--- src/hdl/slbf_pkg.sv ---
// Shared types, constants and codes for the stop line box filter detector.
package slbf_pkg;

  localparam int FRAME_WIDTH_DEF  = 640;
  localparam int FRAME_HEIGHT_DEF = 144;
  localparam int EDGE_MARGIN_DEF  = 20;

  // Fixed by the register and field widths.
  localparam int ROW_W   = 8;   // integral row index
  localparam int SROW_W  = 10;  // signed row with box offsets
  localparam int SCOL_W  = 12;  // signed column with window and box offsets
  localparam int CNT_W   = 10;  // scoring column count
  localparam int CFG_W   = 20;
  localparam int CIDX_W  = 3;
  localparam int KSEL_W  = 3;   // eight corner reads per column

  localparam logic [9:0]  ROW_THR_RST  = 10'd85;
  localparam logic [19:0] RESP_THR_RST = 20'd20000;
  localparam logic [3:0]  BOX_HW_RST   = 4'd5;
  localparam logic [2:0]  BOX_HH_RST   = 3'd5;
  localparam logic [8:0]  WIN_HW_RST   = 9'd80;
  localparam logic [9:0]  WIN_CTR_RST  = 10'd320;

  typedef enum logic [CIDX_W-1:0] {
    CFG_ROW_THR  = 3'd0,
    CFG_RESP_THR = 3'd1,
    CFG_BOX_HW   = 3'd2,
    CFG_BOX_HH   = 3'd3,
    CFG_WIN_HW   = 3'd4,
    CFG_WIN_CTR  = 3'd5
  } cfg_idx_t;

  typedef struct packed {
    logic pixel_set;
    logic frame_end;
  } in_t;

  typedef struct packed {
    logic             stop_found;
    logic [7:0]       stop_row;
    logic [CNT_W-1:0] row_score_count;
  } out_t;

  typedef struct packed {
    logic [9:0]  row_threshold;
    logic [19:0] response_threshold;
    logic [3:0]  box_half_width;
    logic [2:0]  box_half_height;
    logic [8:0]  window_half_width;
    logic [9:0]  window_center;
  } cfg_t;

  typedef enum logic [3:0] {
    ST_IDLE,
    ST_LD_RD,
    ST_LD_WR,
    ST_SC_ROW,
    ST_SC_ADDR,
    ST_SC_READ,
    ST_SC_ACC,
    ST_SC_EVAL,
    ST_SC_ROWEND,
    ST_DONE
  } state_t;

  typedef struct packed {
    logic cap;        // take a pixel beat
    logic rd;         // read store at address register
    logic ld_wr;      // write integral entry
    logic scan_start; // first scan row
    logic row_init;   // first column, clear count
    logic addr;       // form corner address
    logic acc;        // accumulate corner
    logic col_step;   // score column, next column
    logic row_step;   // next row
    logic emit;       // load result register
  } cmd_t;

  typedef struct packed {
    logic frame_end;
    logic rd_last;
    logic col_last;
    logic row_last;
    logic row_hit;
    logic out_busy;
  } sts_t;

endpackage

--- src/hdl/slbf_ctrl.sv ---
// Controller state machine for loading and scanning.
module slbf_ctrl (
  input  logic           clk,
  input  logic           rst_n,
  input  logic           in_valid,
  output logic           in_ready,
  output slbf_pkg::cmd_t cmd,
  input  slbf_pkg::sts_t sts
);

  slbf_pkg::state_t state_r, state_nxt;

  always_ff @(posedge clk) begin
    if (!rst_n) begin
      state_r <= slbf_pkg::ST_IDLE;
    end else begin
      state_r <= state_nxt;
    end
  end

  always_comb begin
    state_nxt = state_r;
    unique case (state_r)
      slbf_pkg::ST_IDLE:      if (in_valid) state_nxt = slbf_pkg::ST_LD_RD;
      slbf_pkg::ST_LD_RD:     state_nxt = slbf_pkg::ST_LD_WR;
      slbf_pkg::ST_LD_WR:     state_nxt = sts.frame_end ? slbf_pkg::ST_SC_ROW
                                                        : slbf_pkg::ST_IDLE;
      slbf_pkg::ST_SC_ROW:    state_nxt = slbf_pkg::ST_SC_ADDR;
      slbf_pkg::ST_SC_ADDR:   state_nxt = slbf_pkg::ST_SC_READ;
      slbf_pkg::ST_SC_READ:   state_nxt = slbf_pkg::ST_SC_ACC;
      slbf_pkg::ST_SC_ACC:    state_nxt = sts.rd_last ? slbf_pkg::ST_SC_EVAL
                                                      : slbf_pkg::ST_SC_ADDR;
      slbf_pkg::ST_SC_EVAL:   state_nxt = sts.col_last ? slbf_pkg::ST_SC_ROWEND
                                                       : slbf_pkg::ST_SC_ADDR;
      slbf_pkg::ST_SC_ROWEND: state_nxt = (sts.row_hit || sts.row_last) ?
                                          slbf_pkg::ST_DONE : slbf_pkg::ST_SC_ROW;
      slbf_pkg::ST_DONE:      if (!sts.out_busy) state_nxt = slbf_pkg::ST_IDLE;
      default:                state_nxt = slbf_pkg::ST_IDLE;
    endcase
  end

  always_comb begin
    cmd      = '0;
    in_ready = 1'b0;
    unique case (state_r)
      slbf_pkg::ST_IDLE: begin
        in_ready = 1'b1;
        cmd.cap  = in_valid;
      end
      slbf_pkg::ST_LD_RD:  cmd.rd = 1'b1;
      slbf_pkg::ST_LD_WR: begin
        cmd.ld_wr      = 1'b1;
        cmd.scan_start = sts.frame_end;
      end
      slbf_pkg::ST_SC_ROW:    cmd.row_init = 1'b1;
      slbf_pkg::ST_SC_ADDR:   cmd.addr     = 1'b1;
      slbf_pkg::ST_SC_READ:   cmd.rd       = 1'b1;
      slbf_pkg::ST_SC_ACC:    cmd.acc      = 1'b1;
      slbf_pkg::ST_SC_EVAL:   cmd.col_step = 1'b1;
      slbf_pkg::ST_SC_ROWEND: cmd.row_step = !sts.row_hit && !sts.row_last;
      slbf_pkg::ST_DONE:      cmd.emit     = !sts.out_busy;
      default: ;
    endcase
  end

endmodule

--- config.mk ---
export PLATFORM = sky130hd
export DESIGN_NAME = slbf_ctrl
export DESIGN_NICKNAME = d
export VERILOG_FILES = /design/src/hdl/slbf_pkg.sv /design/src/hdl/slbf_ctrl.sv
export SDC_FILE = /design/constraint.sdc
export NUM_CORES = 1
export LEC_CHECK = 0
export ABC_AREA = 1
export ABC_CLOCK_PERIOD_IN_PS = 2300
export BUFFER_PORTS_ARGS = -buffer_cell sky130_fd_sc_hd__clkbuf_2
export CAP_MARGIN = 20
export CORE_AREA = 3 3 40 42
export DETAILED_ROUTE_END_ITERATION = 10
export DIE_AREA = 0 0 43 45
export SLEW_MARGIN = 40
export SYNTH_ARGS = -nofsm -noshare
export SYNTH_HDL_FRONTEND = slang
export SYNTH_SLANG_ARGS = --single-unit
--- constraint.sdc ---
create_clock -name clk -period 2.3 [get_ports clk]
set_input_delay 0.115 -clock clk [delete_from_list [all_inputs] [get_ports clk]]
set_output_delay 0.115 -clock clk [all_outputs]
set_load 0.02 [all_outputs]
==> run metrics <==
status finished clean; Post-CTS Hold Buffers 0; Top Registers state_r (4); CP Launch Type register; Hold Path Sink state_r[3]; root buffer cell clkbuf_4; Post-CTS Resized 0; Critical Path Fanout Max 6; final worst setup slack 826.0 ps; Area growth syn-to-layout 44.49%; Synth Area in XOR/XNOR 0%; largest net degree at the start of global routing 7; Initial Util 23.86%; drt first pass iters 4; fin crit share 64.09%; sequential area share after synthesis 26.12%; WL final 775 microns; Critical R2R Launch state_r[3]; number of synthesized flops with an enable pin 0; WHS Path Cells 3; mapped cell area 306.5 sq um; Top reg by flops state_r; fmax 678.4 MHz; Top FF cell, synth dfxtp_1; CP endpoint kind primary output; # setup viols final 0; die width 43 microns; main area contributors after synthesis dfxtp_1, inv_1, nor2_1; Num CTS Buffers 3; Synth Net Count 66; final setup skew 3.817 ps; Cells after Synth 57; Post-Synth Adder-Cell Area 0%; drt drc 0; CTS tree yes; FP Rows 13; IO Count 20; Ant. Diodes 0; Die Area 1935 sq um; Via Count 395; CP Class register to primary output; wire length per cell 8.245 microns; most frequent cells after synthesis inv_1, nor2_1, nand2_1; synth warn 0; Worst Max-Slew Pin Slew 302.7 ps; hold path startpoint rst_n; post-synthesis mux area share 0%; final max-slew violation count 0; Final min period 1474 ps; Largest register FFs 4; Final Total Pwr 0.2595 mW; Post-Synth Simple-Gate Area 50.61%; worst reg-to-reg setup slack 1190 ps; post-synthesis register bit count 4; Die Ht 45 microns; Post-CTS Setup Bufs 0; r2r endpoint state_r[0]; clock transition time at the flip-flop clock pins of the worst setup and hold paths 40 ps; Peak VDD IR 253.9 uV; GP Congestion 0.8150; Post-DP Area 420.4 sq um; worst reg2reg path depth 7; asr flop ratio synth 0%; Post-Place Setup Slack 1067 ps; CTS sink count 4; GRT Overall Usage 8.160%; Critical Path RT 2180 ps; vias in the first global route 336; H-tree depth 1; Final ANT Viol Nets 0; antenna violations before repair 0; Overflow after GRT 0; DRT iter0 DRCs 4; # port buffers 19; most area-hungry cell type in the Yosys netlist dfxtp_1; layout cells sized above 1 31.65%; Leak 0.2705 nW; distinct cell type count after synthesis 11; CTS Buffer Depth 2; setup TNS 0 ps; syn avg cell area 5.378 sq um; worst relative slew slack 79.74%; PD cells 585.9 nW/um^2; Worst Path Arrival 1360 ps; HP Class input port to register; largest family of logic cells by synthesized area simple AND/OR/NAND/NOR gates; Core ar. 1285 sq um; RSZ-0062 raised after global routing false; Fin. Hold Viols 0; max-cap violations 0; Vias/cell 4.202; first-pass GRT wire length 1200 microns; half-perimeter wire length after placement 678.7 microns; top-count cell post-synth inv_1; nets 90; Final Instance Area 442.9 sq um; post-synthesis compound-gate area fraction 4.898%; Clock Latency Late Sink 230 ps; post-synth top area share 26.12%
routing by layer:
layer / GRT usage, % / wire length [microns] / up-vias
li1: - / - / 221
met1: 9.398 / 363 / 161
met2: 13.47 / 346 / 13
met3: 4.382 / 65 / 0
met4: 1.807 / 0 / 0
met5: 0 / 0 / -
through the flow:
| step | hold slack, ps | util [%] | instances |
|---|---|---|---|
| 3_3_place_gp | 317.5 | 32.72 | 91 |
| 4_1_cts | 85.40 | 34.47 | 94 |
| 3_5_place_dp | 322.9 | 32.72 | 91 |
| 2_1_floorplan | 212.6 | - | 57 |
| 6_report | 87.93 | 34.47 | 94 |
| 5_1_grt | 110.5 | 34.47 | 94 |
worst max-delay path, cell delays in order (launching register included):
cell	delay, ps
dfxtp_1	340
nor2_1	280
inv_1	120
nor3_1	190
clkbuf_2	190
layout by cell type, fill, tap and decap left out, drive strengths merged:
master  Yosys  final
clkbuf      0     22
inv        15     15
nor2       13     13
nand2       9      9
nand3       8      8
dfxtp       4      4
nor3        3      3
a21oi       2      2
or2         1      1
nor4        1      1
o21ai       1      1
worst max path at each step:
stage	startpoint	endpoint	slack, ps
floorplan	state_r[0]	cmd[0]	960
global placement	state_r[0]	cmd[9]	1080
detailed placement	state_r[0]	cmd[9]	1070
CTS	state_r[0]	cmd[9]	820
global route	state_r[0]	cmd[9]	680
finish	state_r[0]	cmd[9]	830
cells by family after synthesis:
kind of cell    after synthesis
flops                         4
compound gates                3
buf+inv                      15
simple gates                 35
where the power goes:
group / internal (mW) / switching [mW]
Combinational: 0.0320 / 0.0593
Clock: 0.0583 / 0.0268
Sequential: 0.0757 / 0.00741
Total: 0.166 / 0.0935
layout make-up:
cell class / instances / area (sq um)
fillers: 156 / 842.1
clock buffers: 3 / 22.52
inverters: 15 / 56.30
flip-flops and latches: 4 / 80.08
well taps: 15 / 18.77
multi-input cells: 38 / 170.2
repair buffers: 19 / 95.09
Note: power is estimated with default switching activity, not from simulation.
